$ cat config.mk
export PLATFORM = sky130hd
export DESIGN_NAME = websocket_frame_deframer_flat
export DESIGN_NICKNAME = d
export VERILOG_FILES = /design/src/rtl/core/wsdf_pkg.sv /design/src/rtl/core/wsdf_in_if.sv /design/src/rtl/core/wsdf_out_if.sv /design/src/rtl/core/websocket_frame_deframer.sv /design/src/flat_wrapper.sv
export SDC_FILE = /design/constraint.sdc
export NUM_CORES = 1
export LEC_CHECK = 0
export BUFFER_PORTS_ARGS = -buffer_cell sky130_fd_sc_hd__buf_2
export CAP_MARGIN = 20
export CORE_ASPECT_RATIO = 1.75
export CORE_MARGIN = 10
export CORE_UTILIZATION = 33
export DETAILED_ROUTE_END_ITERATION = 8
export PLACE_DENSITY_LB_ADDON = 0.1
export SLEW_MARGIN = 20
export SYNTH_ARGS = -nofsm -noshare
export SYNTH_HDL_FRONTEND = slang
export SYNTH_SLANG_ARGS = --single-unit
$ cat constraint.sdc
create_clock -name clk -period 16.1 [get_ports clk]
set_input_delay 0.805 -clock clk [delete_from_list [all_inputs] [get_ports clk]]
set_output_delay 0.805 -clock clk [all_outputs]
set_load 0.1 [all_outputs]
$ cat src/rtl/core/wsdf_pkg.sv
// Shared types and constants for the WebSocket frame deframer.
// No dependencies; used by the channel interfaces and the top level.
package wsdf_pkg;

    // Widths of the beat fields
    localparam int BYTE_W   = 8;
    localparam int OPCODE_W = 4;
    localparam int OFFSET_W = 63;
    localparam int ERR_W    = 3;

    typedef logic [BYTE_W-1:0]   byte_t;
    typedef logic [OPCODE_W-1:0] opcode_t;
    typedef logic [OFFSET_W-1:0] offset_t;
    typedef logic [ERR_W-1:0]    err_t;

    // Protocol error codes
    localparam err_t ERR_NONE        = 3'd0;
    localparam err_t ERR_RESERVED    = 3'd1;
    localparam err_t ERR_CTRL_FRAG   = 3'd2;
    localparam err_t ERR_DANGLING    = 3'd3;
    localparam err_t ERR_MISSING     = 3'd4;
    localparam err_t ERR_UNMASKED    = 3'd5;
    localparam err_t ERR_CTRL_LARGE  = 3'd6;

    // Header constants
    localparam byte_t   FIN_BIT       = 8'h80;
    localparam byte_t   RSV_BITS      = 8'h70;
    localparam byte_t   LEN7_MASK     = 8'h7F;
    localparam byte_t   LEN7_EXT16    = 8'h7E;
    localparam opcode_t OPC_CONT      = 4'h0;
    localparam offset_t OFFSET_MAX    = {OFFSET_W{1'b1}};

endpackage

$ cat src/rtl/core/wsdf_in_if.sv
// Input channel: one raw stream byte per beat, valid/ready handshake.
// Depends on wsdf_pkg.
interface wsdf_in_if;
    logic             valid;
    logic             ready;
    wsdf_pkg::byte_t  stream_byte;

    modport source (output valid, output stream_byte, input ready);
    modport sink   (input valid, input stream_byte, output ready);
endinterface

$ cat src/rtl/core/wsdf_out_if.sv
// Output channel: one parse result per beat, valid/ready handshake.
// Depends on wsdf_pkg.
interface wsdf_out_if;
    logic               valid;
    logic               ready;
    logic               frame_start;
    wsdf_pkg::opcode_t  frame_opcode;
    logic               payload_valid;
    wsdf_pkg::byte_t    payload_byte;
    logic               is_control;
    wsdf_pkg::offset_t  payload_offset;
    logic               message_end;
    logic               control_end;
    wsdf_pkg::offset_t  message_length;
    wsdf_pkg::err_t     error_code;

    modport source (output valid, output frame_start, output frame_opcode,
                    output payload_valid, output payload_byte, output is_control,
                    output payload_offset, output message_end, output control_end,
                    output message_length, output error_code, input ready);
    modport sink   (input valid, input frame_start, input frame_opcode,
                    input payload_valid, input payload_byte, input is_control,
                    input payload_offset, input message_end, input control_end,
                    input message_length, input error_code, output ready);
endinterface

$ cat src/rtl/core/websocket_frame_deframer.sv
// WebSocket frame deframer top level: header parser, unmasking and result register.
// Depends on wsdf_pkg, wsdf_in_if and wsdf_out_if.
//
// Usage:
//   stream carries the encoded byte stream, one byte per beat. Every accepted
//   byte yields exactly one beat on result: header bytes show the opcode being
//   parsed, payload bytes come out unmasked with their offset in the data
//   message (or in the control frame), and frame start, message end (with the
//   total length) and control frame end are flagged on the byte that causes them.
//   A byte accepted from stream is held in the result register and is on result in the next cycle.
//   Throughput is one byte per cycle while the receiver takes each result; the
//   parse state is updated in the same cycle that the byte is taken, and the single
//   result register is refilled in the cycle it is drained.
//   When the receiver stalls, the result register holds and stream.ready drops
//   until the result is taken; no byte is lost.
//   Write require_masked via cfg_we/cfg_wdata only while idle; the block does not check.
//   Reset clears the parser to expect an opcode byte, clears require_masked,
//   and clears the sticky error; after a protocol error every later byte
//   returns only the error code until reset.
module websocket_frame_deframer (
    input  logic              clk,
    input  logic              rst_n,
    input  logic              cfg_we,
    input  logic              cfg_wdata,
    wsdf_in_if.sink           stream,
    wsdf_out_if.source        result
);

    typedef enum logic [2:0] {
        PH_OPCODE,
        PH_LEN,
        PH_EXT16,
        PH_EXT64,
        PH_MASK,
        PH_DATA,
        PH_CTRL,
        PH_HALT
    } phase_t;

    // Parse state
    phase_t              phase_reg, phase_next;
    logic [2:0]          hdr_cnt_reg, hdr_cnt_next;
    wsdf_pkg::opcode_t   opcode_reg, opcode_next;
    logic                fin_reg, fin_next;
    logic                masked_reg, masked_next;
    wsdf_pkg::offset_t   flen_reg, flen_next;
    wsdf_pkg::offset_t   fpos_reg, fpos_next;
    logic [31:0]         key_reg, key_next;
    wsdf_pkg::offset_t   mpos_reg, mpos_next;
    logic                prev_final_reg, prev_final_next;
    wsdf_pkg::err_t      err_reg, err_next;
    logic                req_mask_reg;

    // Result register
    logic                out_valid_reg;
    logic                r_start_reg, r_start_next;
    wsdf_pkg::opcode_t   r_opc_reg, r_opc_next;
    logic                r_pvalid_reg, r_pvalid_next;
    wsdf_pkg::byte_t     r_pbyte_reg, r_pbyte_next;
    logic                r_ctrl_reg, r_ctrl_next;
    wsdf_pkg::offset_t   r_poff_reg, r_poff_next;
    logic                r_mend_reg, r_mend_next;
    logic                r_cend_reg, r_cend_next;
    wsdf_pkg::offset_t   r_mlen_reg, r_mlen_next;
    wsdf_pkg::err_t      r_err_reg, r_err_next;

    logic                in_fire;
    wsdf_pkg::byte_t     b;

    assign stream.ready = !out_valid_reg || result.ready;
    assign in_fire      = stream.valid && stream.ready;
    assign b            = stream.stream_byte;

    // Parse one byte: next state and result fields
    always_comb
    begin
        logic                fail;
        wsdf_pkg::err_t      fail_code;
        logic                len_done;
        logic                hdr_done;
        logic                frm_end;
        wsdf_pkg::opcode_t   opc_in;
        wsdf_pkg::byte_t     key_byte;
        wsdf_pkg::byte_t     len7;

        phase_next      = phase_reg;
        hdr_cnt_next    = hdr_cnt_reg;
        opcode_next     = opcode_reg;
        fin_next        = fin_reg;
        masked_next     = masked_reg;
        flen_next       = flen_reg;
        fpos_next       = fpos_reg;
        key_next        = key_reg;
        mpos_next       = mpos_reg;
        prev_final_next = prev_final_reg;
        err_next        = err_reg;

        r_start_next  = 1'b0;
        r_opc_next    = opcode_reg;
        r_pvalid_next = 1'b0;
        r_pbyte_next  = '0;
        r_ctrl_next   = opcode_reg[3];
        r_poff_next   = '0;
        r_mend_next   = 1'b0;
        r_cend_next   = 1'b0;
        r_mlen_next   = '0;
        r_err_next    = wsdf_pkg::ERR_NONE;

        fail      = 1'b0;
        fail_code = wsdf_pkg::ERR_NONE;
        len_done  = 1'b0;
        hdr_done  = 1'b0;
        frm_end   = 1'b0;
        opc_in    = b[3:0];
        key_byte  = '0;
        len7      = b & wsdf_pkg::LEN7_MASK;

        if (err_reg != wsdf_pkg::ERR_NONE || phase_reg == PH_HALT)
        begin
            r_opc_next  = '0;
            r_ctrl_next = 1'b0;
            r_err_next  = err_reg;
        end
        else
        begin
            case (phase_reg)
                PH_OPCODE:
                begin
                    if ((b & wsdf_pkg::RSV_BITS) != '0)
                    begin
                        fail      = 1'b1;
                        fail_code = wsdf_pkg::ERR_RESERVED;
                    end
                    else if (opc_in[3] && (b & wsdf_pkg::FIN_BIT) == '0)
                    begin
                        fail      = 1'b1;
                        fail_code = wsdf_pkg::ERR_CTRL_FRAG;
                    end
                    else if (opc_in == wsdf_pkg::OPC_CONT && prev_final_reg)
                    begin
                        fail      = 1'b1;
                        fail_code = wsdf_pkg::ERR_DANGLING;
                    end
                    else if (opc_in != wsdf_pkg::OPC_CONT && !opc_in[3] && !prev_final_reg)
                    begin
                        fail      = 1'b1;
                        fail_code = wsdf_pkg::ERR_MISSING;
                    end
                    else
                    begin
                        opcode_next  = opc_in;
                        fin_next     = b[7];
                        masked_next  = 1'b0;
                        flen_next    = '0;
                        fpos_next    = '0;
                        key_next     = '0;
                        hdr_cnt_next = '0;
                        phase_next   = PH_LEN;
                        r_opc_next   = opc_in;
                        r_ctrl_next  = opc_in[3];
                    end
                end

                PH_LEN:
                begin
                    masked_next = b[7];
                    if (req_mask_reg && !b[7])
                    begin
                        fail      = 1'b1;
                        fail_code = wsdf_pkg::ERR_UNMASKED;
                    end
                    else
                    begin
                        flen_next    = {{(wsdf_pkg::OFFSET_W-8){1'b0}}, len7};
                        hdr_cnt_next = '0;
                        if (len7 >= wsdf_pkg::LEN7_EXT16)
                        begin
                            if (opcode_reg[3])
                            begin
                                fail      = 1'b1;
                                fail_code = wsdf_pkg::ERR_CTRL_LARGE;
                            end
                            else
                            begin
                                flen_next  = '0;
                                phase_next = (len7 == wsdf_pkg::LEN7_EXT16) ? PH_EXT16
                                                                             : PH_EXT64;
                            end
                        end
                        else
                        begin
                            len_done = 1'b1;
                        end
                    end
                end

                PH_EXT16, PH_EXT64:
                begin
                    // shift in big-endian length; the 63-bit register drops the top bit
                    flen_next    = {flen_reg[wsdf_pkg::OFFSET_W-9:0], b};
                    hdr_cnt_next = hdr_cnt_reg + 3'd1;
                    if (phase_reg == PH_EXT16 && hdr_cnt_next == 3'd2)
                    begin
                        len_done = 1'b1;
                    end
                    else if (phase_reg == PH_EXT64 && hdr_cnt_next == 3'd0)
                    begin
                        len_done = 1'b1;
                    end
                end

                PH_MASK:
                begin
                    // collect key bytes, first byte in the low lane
                    case (hdr_cnt_reg[1:0])
                        2'd0:    key_next[7:0]   = key_reg[7:0]   | b;
                        2'd1:    key_next[15:8]  = key_reg[15:8]  | b;
                        2'd2:    key_next[23:16] = key_reg[23:16] | b;
                        default: key_next[31:24] = key_reg[31:24] | b;
                    endcase
                    hdr_cnt_next = hdr_cnt_reg + 3'd1;
                    if (hdr_cnt_next[2])
                    begin
                        hdr_cnt_next = '0;
                        hdr_done     = 1'b1;
                    end
                end

                PH_DATA, PH_CTRL:
                begin
                    case (fpos_reg[1:0])
                        2'd0:    key_byte = key_reg[7:0];
                        2'd1:    key_byte = key_reg[15:8];
                        2'd2:    key_byte = key_reg[23:16];
                        default: key_byte = key_reg[31:24];
                    endcase
                    r_pvalid_next = 1'b1;
                    r_pbyte_next  = b ^ key_byte;
                    if (phase_reg == PH_DATA)
                    begin
                        r_poff_next = mpos_reg;
                        if (mpos_reg != wsdf_pkg::OFFSET_MAX)
                        begin
                            mpos_next = mpos_reg + 1'b1;
                        end
                    end
                    else
                    begin
                        r_poff_next = fpos_reg;
                    end
                    fpos_next = fpos_reg + 1'b1;
                    if (fpos_next >= flen_reg)
                    begin
                        frm_end = 1'b1;
                    end
                end

                default:
                begin
                    phase_next = PH_OPCODE;
                end
            endcase

            // Length complete: go for the key or finish the header
            if (len_done)
            begin
                hdr_cnt_next = '0;
                if (masked_next)
                begin
                    phase_next = PH_MASK;
                end
                else
                begin
                    hdr_done = 1'b1;
                end
            end

            // Header complete: flag start, enter payload or end an empty frame
            if (hdr_done)
            begin
                r_start_next = (opcode_reg != wsdf_pkg::OPC_CONT);
                fpos_next    = '0;
                if (flen_next == '0)
                begin
                    frm_end = 1'b1;
                end
                else
                begin
                    phase_next = opcode_reg[3] ? PH_CTRL : PH_DATA;
                end
            end

            // Frame end: close the control frame or the data fragment
            if (frm_end)
            begin
                if (opcode_reg[3])
                begin
                    r_cend_next = 1'b1;
                end
                else if (fin_reg)
                begin
                    r_mend_next     = 1'b1;
                    r_mlen_next     = mpos_next;
                    mpos_next       = '0;
                    prev_final_next = 1'b1;
                end
                else
                begin
                    prev_final_next = 1'b0;
                end
                phase_next = PH_OPCODE;
            end

            // Protocol error: halt and report only the code
            if (fail)
            begin
                err_next      = fail_code;
                phase_next    = PH_HALT;
                r_start_next  = 1'b0;
                r_opc_next    = '0;
                r_pvalid_next = 1'b0;
                r_pbyte_next  = '0;
                r_ctrl_next   = 1'b0;
                r_poff_next   = '0;
                r_mend_next   = 1'b0;
                r_cend_next   = 1'b0;
                r_mlen_next   = '0;
                r_err_next    = fail_code;
            end
        end
    end

    // Hold parse state; advance on each accepted beat
    always_ff @(posedge clk or negedge rst_n)
    begin
        if (!rst_n)
        begin
            phase_reg      <= PH_OPCODE;
            hdr_cnt_reg    <= '0;
            opcode_reg     <= '0;
            fin_reg        <= 1'b0;
            masked_reg     <= 1'b0;
            flen_reg       <= '0;
            fpos_reg       <= '0;
            key_reg        <= '0;
            mpos_reg       <= '0;
            prev_final_reg <= 1'b1;
            err_reg        <= wsdf_pkg::ERR_NONE;
            req_mask_reg   <= 1'b0;
        end
        else
        begin
            if (cfg_we)
            begin
                req_mask_reg <= cfg_wdata;
            end
            if (in_fire)
            begin
                phase_reg      <= phase_next;
                hdr_cnt_reg    <= hdr_cnt_next;
                opcode_reg     <= opcode_next;
                fin_reg        <= fin_next;
                masked_reg     <= masked_next;
                flen_reg       <= flen_next;
                fpos_reg       <= fpos_next;
                key_reg        <= key_next;
                mpos_reg       <= mpos_next;
                prev_final_reg <= prev_final_next;
                err_reg        <= err_next;
            end
        end
    end

    // Result valid: set on accept, drop when the beat is taken
    always_ff @(posedge clk or negedge rst_n)
    begin
        if (!rst_n)
        begin
            out_valid_reg <= 1'b0;
        end
        else if (in_fire)
        begin
            out_valid_reg <= 1'b1;
        end
        else if (result.ready)
        begin
            out_valid_reg <= 1'b0;
        end
    end

    // Load result fields on accept
    always_ff @(posedge clk)
    begin
        if (in_fire)
        begin
            r_start_reg  <= r_start_next;
            r_opc_reg    <= r_opc_next;
            r_pvalid_reg <= r_pvalid_next;
            r_pbyte_reg  <= r_pbyte_next;
            r_ctrl_reg   <= r_ctrl_next;
            r_poff_reg   <= r_poff_next;
            r_mend_reg   <= r_mend_next;
            r_cend_reg   <= r_cend_next;
            r_mlen_reg   <= r_mlen_next;
            r_err_reg    <= r_err_next;
        end
    end

    assign result.valid          = out_valid_reg;
    assign result.frame_start    = r_start_reg;
    assign result.frame_opcode   = r_opc_reg;
    assign result.payload_valid  = r_pvalid_reg;
    assign result.payload_byte   = r_pbyte_reg;
    assign result.is_control     = r_ctrl_reg;
    assign result.payload_offset = r_poff_reg;
    assign result.message_end    = r_mend_reg;
    assign result.control_end    = r_cend_reg;
    assign result.message_length = r_mlen_reg;
    assign result.error_code     = r_err_reg;

endmodule
$ cat src/flat_wrapper.sv
// flat-port wrapper written by rule: the top's interface ports become plain ports
module websocket_frame_deframer_flat 
  (clk, rst_n, cfg_we, cfg_wdata, stream_valid, stream_stream_byte, stream_ready, result_valid, result_frame_start, result_frame_opcode, result_payload_valid, result_payload_byte, result_is_control, result_payload_offset, result_message_end, result_control_end, result_message_length, result_error_code, result_ready);
  wsdf_in_if stream_i ();
  wsdf_out_if result_i ();
  input  logic clk;
  input  logic rst_n;
  input  logic cfg_we;
  input  logic cfg_wdata;
  input wire logic [$bits(stream_i.valid)-1:0] stream_valid;
  input wire logic [$bits(stream_i.stream_byte)-1:0] stream_stream_byte;
  output wire logic [$bits(stream_i.ready)-1:0] stream_ready;
  output wire logic [$bits(result_i.valid)-1:0] result_valid;
  output wire logic [$bits(result_i.frame_start)-1:0] result_frame_start;
  output wire logic [$bits(result_i.frame_opcode)-1:0] result_frame_opcode;
  output wire logic [$bits(result_i.payload_valid)-1:0] result_payload_valid;
  output wire logic [$bits(result_i.payload_byte)-1:0] result_payload_byte;
  output wire logic [$bits(result_i.is_control)-1:0] result_is_control;
  output wire logic [$bits(result_i.payload_offset)-1:0] result_payload_offset;
  output wire logic [$bits(result_i.message_end)-1:0] result_message_end;
  output wire logic [$bits(result_i.control_end)-1:0] result_control_end;
  output wire logic [$bits(result_i.message_length)-1:0] result_message_length;
  output wire logic [$bits(result_i.error_code)-1:0] result_error_code;
  input wire logic [$bits(result_i.ready)-1:0] result_ready;
  assign stream_i.valid = stream_valid;
  assign stream_i.stream_byte = stream_stream_byte;
  assign stream_ready = stream_i.ready;
  assign result_valid = result_i.valid;
  assign result_frame_start = result_i.frame_start;
  assign result_frame_opcode = result_i.frame_opcode;
  assign result_payload_valid = result_i.payload_valid;
  assign result_payload_byte = result_i.payload_byte;
  assign result_is_control = result_i.is_control;
  assign result_payload_offset = result_i.payload_offset;
  assign result_message_end = result_i.message_end;
  assign result_control_end = result_i.control_end;
  assign result_message_length = result_i.message_length;
  assign result_error_code = result_i.error_code;
  assign result_i.ready = result_ready;
  websocket_frame_deframer u_core (.clk(clk), .rst_n(rst_n), .cfg_we(cfg_we), .cfg_wdata(cfg_wdata), .stream(stream_i), .result(result_i));
endmodule
==> flow_metrics.py, run 1 <==
metrics = {
    "synth": {
        "synth_top_flop_cell": "dfrtp_1",
        "yosys.area.top_type": "dfrtp_1",
        "synth_top_area_share_pct": 29.30,
        "synth_seq_cells": 384,
        "post_synth_num_cell_types": 71,
        "synth-async-reset-ratio_pct": 62.24,
        "synthCells": 2066,
        "yosysSeqAreaShare_pct": 50.85,
        "syn_nets": 2153,
        "synthTopCellsByArea": "dfrtp_1 29%, edfxtp_1 21%, nand2_1 4.6%",
        "synth_area_sq_mm": 0.02033,
        "synth_edf_count": 145,
        "avgSynthCellArea_sq_um": 9.838,
        "synth_warnings": 0,
    },
    "timing": {
        "hold_violations": 0,
        "fmax_ghz": 0.1521,
        "slew_headroom_pct": 25.35,
        "fin_crit_ns": 6.576,
        "worst_pin_slew_ns": 1.114,
        "setup_violations": 0,
        "hold_slack_ns": 0.2454,
        "rsz0062_at_grt": "no",
        "setup-tns-final_ns": 0,
        "finalCritPeriodShare_pct": 40.84,
        "clock_skew_ns": 0.04322,
        "slew_viol_final": 0,
    },
    "critical_path": {
        "crit_arrival_ns": 6.86,
        "cp.required_ns": 16.38,
        "slowest_stage": "ha_1",
        "crit_type": "reg -> reg",
        "worstPathMaxFanout": 64,
        "worst-path-buf-inv": 2,
        "cp-startpoint": "u_core.fpos_reg[0]",
        "slowest_delay_ns": 0.70,
        "r2r-end": "u_core.result.message_length[44]",
        "endpoint_kind": "flip-flop",
        "rrSetupSlack_ns": 9.52,
        "r2r.worst_path.cells": 18,
        "path_delay_family": "simple AND/OR/NAND/NOR gates",
        "startpoint_type": "flip-flop",
        "worstPathCellList": "ha_1 -> nand4_1 -> nor4_1 -> buf_4 -> and3_1 -> and2_1 -> nand3_1 -> xnor2_1 -> ha_1 -> and4_1 -> and2_1 -> and4_1 -> and4b_1 -> a221o_1 -> o21bai_2 -> or2_2 -> buf_4 -> nor2_1",
        "rr_startpoint": "u_core.fpos_reg[0]",
    },
    "floorplanning": {
        "dieArea_sq_mm": 0.07231,
        "placementRows": 120,
        "die_w_um": 207.6,
        "pin_count": 162,
        "die_y_um": 348.3,
        "start_util_pct": 33.26,
        "core_area_sq_mm": 0.06111,
    },
    "route": {
        "drt-met1-wl_mm": 26.57,
        "drtIter0Drc": 1074,
        "drc": 0,
        "drt_wl_total_mm": 66.61,
        "wl_met2_mm": 34.60,
        "wl_met3_mm": 2.607,
        "antenna_left": 0,
        "top_layer": "met4",
        "drt-wirelength-per-cell_um": 22.32,
        "drtPass1Iterations": 7,
        "routed_via_density": 5.430,
        "detailroute.via_count": 16210,
    },
    "clocking": {
        "htreeDepth": 2,
        "cts_resized": 0,
        "path_clk_slew_ns": 0.06,
        "root_buffer": "clkbuf_16",
        "postCtsSetupRepairBufs": 0,
        "ctsHoldBuffers": 0,
        "cts_buffer_depth": 3,
        "tritoncts.num_buffers": 40,
        "cts_tree": "built",
        "cts.sinks": 384,
        "clk_latency_ns": 0.58,
    },
    "power": {
        "p_clk_share_pct": 32.6,
        "switchingPower_uw": 1152,
        "sw_frac_of_total_pct": 38.06,
        "powerDensity_mw_per_mm2": 130.6,
        "power_frac_seq_pct": 39.3,
        "p_leak_uw": 0.009367,
        "combPwrFrac_pct": 28.1,
        "ir_drop_v": 0.0001080,
        "intPower_uw": 1876,
    },
    "cells_and_area": {
        "drive_above_1_share_pct": 13.05,
        "fin_nets": 2246,
        "area_delta_synth_final_pct": 14.08,
        "num-fill-cells": 6162,
    },
    "grt": {
        "grt_start_max_net_pins": 103,
        "antenna_found_initial": 1,
        "grt_pass1_wl_mm": 103.3,
        "grt_overflow": 0,
        "grt_use_total_pct": 18.01,
        "first_global_vias": 16460,
    },
    "placement": {
        "routabilityCongestion": 0.9032,
        "dp_hpwl_mm": 48.93,
        "io_buffers": 161,
    },
    "run_status": {
        "status": "complete, no violations",
    },
    "worst_hold_path": {
        "hold_class": "in -> async",
    },
    "job": {
        "cap_viol_max_count": 0,
    },
}
through the flow:
stage / utilization [%] / setup slack [ns] / power, uW / instance area [sq um] / instances
4_1_cts: 37.92 / 9.458 / 3071 / 23170 / 2984
3_3_place_gp: 35.67 / 9.685 / 2064 / 21800 / 2910
6_report: 37.95 / 9.524 / 3028 / 23190 / 2985
5_1_grt: 37.94 / 9.017 / 3179 / 23190 / 2984
2_1_floorplan: - / 7.030 / 1795 / 20330 / 2066
3_5_place_dp: 35.67 / 9.485 / 2068 / 21800 / 2910
cell usage in the layout (no fill, tap or decap), types with 5 or more instances in the layout:
master	instances
a21o_1	13
a21oi_1	132
a222oi_1	8
a22o_1	93
and2_1	12
and3_1	39
and4_1	19
buf_2	160
buf_4	23
clkbuf_1	10
clkbuf_16	43
clkbuf_8	5
clkinv_2	8
dfrtp_1	238
edfxtp_1	145
ha_1	73
inv_1	88
mux2_2	8
nand2_1	250
nand2b_1	9
nand3_1	101
nand4_1	46
nor2_1	188
nor3_1	33
nor4_1	26
o211ai_1	44
o21ai_0	73
o21ai_1	6
o31ai_1	64
or2_2	6
or3_1	6
xnor2_1	73
xor2_1	64
power by group through the flow:
stage	combinational (uW)	sequential, uW	clock, uW
floorplan	480	1320	0
finish	852	1190	986
global route	925	1200	1050
detailed placement	858	1210	0
global placement	856	1210	0
CTS	861	1190	1020
area by class of cell:
type / count / area, sq um / share of cell area (%)
diodes: 1 / 2.502 / 0.01079
inverters: 88 / 330.3 / 1.424
repair buffers: 184 / 988.4 / 4.263
clock buffers: 58 / 1182 / 5.099
flip-flops and latches: 384 / 10340 / 44.57
well taps: 793 / 992.2 / 4.279
clock inverters: 16 / 191.4 / 0.8256
multi-input cells: 1461 / 9165 / 39.52
layer usage:
layer  vias up  global-route usage [%]
met5         -                       0
met1      7994                   20.89
li1       7670                       -
met3       106                   2.209
met4         0                   8.247
met2       438                   32.44
cell usage after synthesis (8+ instances only):
master    instances
nand2_1         251
dfrtp_1         238
nor2_1          191
edfxtp_1        145
a21oi_1         132
clkbuf_1        104
nand3_1         102
a22o_1           93
inv_1            88
o21ai_0          74
ha_1             73
xnor2_1          73
o31ai_1          64
xor2_1           64
nand4_1          46
o211ai_1         44
and3_1           39
nor3_1           34
nor4_1           28
and4_1           19
buf_2            16
a21o_1           13
and2_1           13
nand2b_1          9
a222oi_1          8
mux2_2            8
logic make-up (layout without fill, tap and decap cells):
kind of cell             after synthesis  after routing  share of synthesized area, %
AND/OR/NAND/NOR                      764            764                         17.72
adder cells (fa/ha/maj)               73             73                         4.494
buffers and inverters                221            346                         4.457
AO/OA/AOI/OAI                        477            477                         16.03
other                                  0              1                             0
XOR/XNOR                             137            137                         5.903
flip-flops                           384            384                         50.85
multiplexers                          10             10                        0.5417
how the worst max path moves through the flow:
stage | endpoint | slack, ns | cells after the start
after floorplan | u_core.flen_reg[4] | 7.03 | 7
after global placement | u_core.result.message_length[29] | 9.68 | 18
after detailed placement | u_core.result.message_length[44] | 9.48 | 18
after CTS | u_core.result.message_length[44] | 9.46 | 18
after global routing | u_core.result.message_length[50] | 9.02 | 17
final | u_core.result.message_length[44] | 9.52 | 18
Note: power is estimated with default switching activity, not from simulation.
==> run 2: changes to the inputs <==
- ABC_AREA: unset -> 1
- clock period: 16.1 -> 6 ns (I/O delays scaled with it)
==> run 2 against run 1 <==
Combinational power increased by 33%. Clock power rose to 2.7 times the previous value. Via count rose by 23%. Final area is 11% higher. Highest routed layer unchanged. Wire length is 22% higher.
==> flow_metrics.py, run 2 <==
metrics = {
    "route": {
        "drtIter0Drc": 1260,
        "drtPass1Iterations": 5,
        "drt-wirelength-per-cell_um": 20.50,
        "detailroute.via_count": 19990,
        "drc": 0,
        "drt_wl_total_mm": 81.25,
        "routed_via_density": 5.042,
        "antenna_left": 0,
    },
    "run_status": {
        "status": "complete, no violations",
    },
    "clocking": {
        "cts_tree": "built",
        "tritoncts.num_buffers": 41,
        "cts_buffer_depth": 3,
        "htreeDepth": 2,
        "clk_latency_ns": 0.60,
        "path_clk_slew_ns": 0.07,
        "cts.sinks": 384,
        "root_buffer": "clkbuf_16",
    },
    "synth": {
        "synth_top_flop_cell": "dfrtp_1",
        "synthTopCellsByArea": "dfrtp_1 26%, edfxtp_1 19%, nand2_1 12%",
        "synth-async-reset-ratio_pct": 62.24,
        "avgSynthCellArea_sq_um": 7.775,
        "synth_area_sq_mm": 0.02251,
        "synth_top_area_share_pct": 26.46,
        "synth_warnings": 0,
        "synth_edf_count": 145,
        "yosys.area.top_type": "dfrtp_1",
        "yosysSeqAreaShare_pct": 45.92,
        "synth_seq_cells": 384,
        "synthCells": 2895,
        "post_synth_num_cell_types": 47,
        "synthTopCellsByCount": "725 x nand2_1, 360 x inv_1, 343 x nor2_1, 238 x dfrtp_1, 171 x o21ai_0",
        "syn_nets": 2982,
        "synth.most_common_cell": "nand2_1",
    },
    "worst_hold_path": {
        "hold_class": "in -> reg",
    },
    "cells_and_area": {
        "drive_above_1_share_pct": 11.38,
        "finalNonFillerCells": 3964,
        "antenna_cells": 0,
        "area_delta_synth_final_pct": 14.40,
        "fin_nets": 3124,
        "final_cell_mix": "725 x nand2_1, 359 x inv_1, 343 x nor2_1",
        "final_common_cell": "nand2_1",
    },
    "placement": {
        "io_buffers": 161,
        "routabilityCongestion": 0.9547,
        "dp_cells": 3884,
        "dp_hpwl_mm": 62.37,
    },
    "grt": {
        "grt_start_max_net_pins": 126,
        "grt_use_total_pct": 20.35,
        "grt_pass1_wl_mm": 124.7,
        "antenna_found_initial": 0,
        "grt_overflow": 0,
        "first_global_vias": 20600,
    },
    "critical_path": {
        "crit_type": "reg -> reg",
        "endpoint_kind": "flip-flop",
        "slowest_delay_ns": 0.77,
        "worstPathMaxFanout": 17,
        "crit_arrival_ns": 5.96,
        "path_common_cell": "nand2_1",
        "startpoint_type": "flip-flop",
        "cp.required_ns": 6.45,
        "slowest_stage": "nor4_1",
    },
    "timing": {
        "fmax_ghz": 0.1816,
        "fin_crit_ns": 5.507,
        "worst_pin_slew_ns": 1.194,
        "setup-tns-final_ns": 0,
        "setup_violations": 0,
        "rsz0062_at_grt": "no",
        "finalCritPeriodShare_pct": 91.79,
        "clock_skew_ns": 0.04182,
        "slew_headroom_pct": 19.67,
        "hold_violations": 0,
        "hold_slack_ns": 0.05629,
        "slew_viol_final": 0,
    },
    "floorplanning": {
        "pin_count": 162,
        "placementRows": 126,
        "start_util_pct": 33.36,
        "core_area_sq_mm": 0.06747,
        "dieArea_sq_mm": 0.07946,
        "die_y_um": 365.5,
        "die_w_um": 217.4,
    },
    "power": {
        "p_leak_uw": 0.01190,
        "ir_drop_v": 0.0001836,
        "powerDensity_mw_per_mm2": 262.5,
    },
    "job": {
        "cap_viol_max_count": 0,
    },
}
-- run 2: routing by layer --
metal / vias to the layer above / global-route usage [%] / wire, um
met2: 518 / 38.83 / 43860
met3: 143 / 2.502 / 3028
met1: 9579 / 21.65 / 30610
li1: 9747 / - / -
met5: - / 0 / 0
met4: 0 / 9.570 / 3753
-- run 2: power by group --
part,total [uW],switching [uW],internal [uW]
registers,2940,98.9,2840
logic,1130,889,238
clock network,2690,1180,1520
-- run 2: final cells by class --
class | count | area [sq um]
multi-input combinational | 2034 | 10280
clock buffer | 50 | 1121
inverter | 367 | 1385
clock inverter | 24 | 256.5
fill | 7246 | 41730
sequential | 384 | 10340
tap | 896 | 1121
timing repair buffer | 209 | 1251
-- run 2: kinds of logic after synthesis --
| family | Yosys count | share of synthesized area [%] |
|---|---|---|
| and+or+nand+nor | 1416 | 26.69 |
| buffers and inverters | 477 | 8.483 |
| AOI/OAI and AO/OA | 438 | 10.61 |
| DFF | 384 | 45.92 |
| xor gates and xnor gates | 95 | 3.697 |
| adders and majority gates | 73 | 4.058 |
| muxes | 12 | 0.5337 |
-- run 2: worst paths after layout --
check	start	to	slack [ns]	depth (start not counted)
worst max register to register	u_core.fpos_reg[0]	u_core.result.message_length[44]	0.49	26
worst min-delay path	stream_stream_byte[3]	u_core.key_reg[11]	0.06	3
worst max-delay path	u_core.fpos_reg[0]	u_core.result.message_length[44]	0.49	26
min in group asynchronous	rst_n	u_core.flen_reg[55]	0.24	2
max in group asynchronous	rst_n	u_core.fpos_reg[1]	4.39	3
worst min register to register	u_core.err_reg[0]	u_core.err_reg[0]	0.48	2
-- run 2: per-stage QoR --
step | worst slack, ns | utilization [%] | area [sq um] | power [uW]
after CTS | 0.3310 | 38.15 | 25740 | 6843
final | 0.4928 | 38.16 | 25750 | 6760
after global placement | 0.3649 | 36.01 | 24300 | 4116
after global routing | 0.03418 | 38.16 | 25750 | 7035
after detailed placement | 0.3604 | 36.02 | 24310 | 4122
after floorplan | 0.8264 | - | 22510 | 3801
-- run 2: repair_timing --
action,in CTS,in global routing
hold buffers,6,0
hold endpoints to repair,51,0
setup endpoints to repair,0,106
resized for setup,0,2
buffers inserted,0,0
-- run 2: critical path: cells and delay by family (launching register included) --
family | cells | cell delay (ns)
simple gates | 20 | 3.74
flops | 1 | 0.48
buf+inv | 2 | 0.33
fa+ha+maj | 2 | 0.53
compound gates | 2 | 0.25
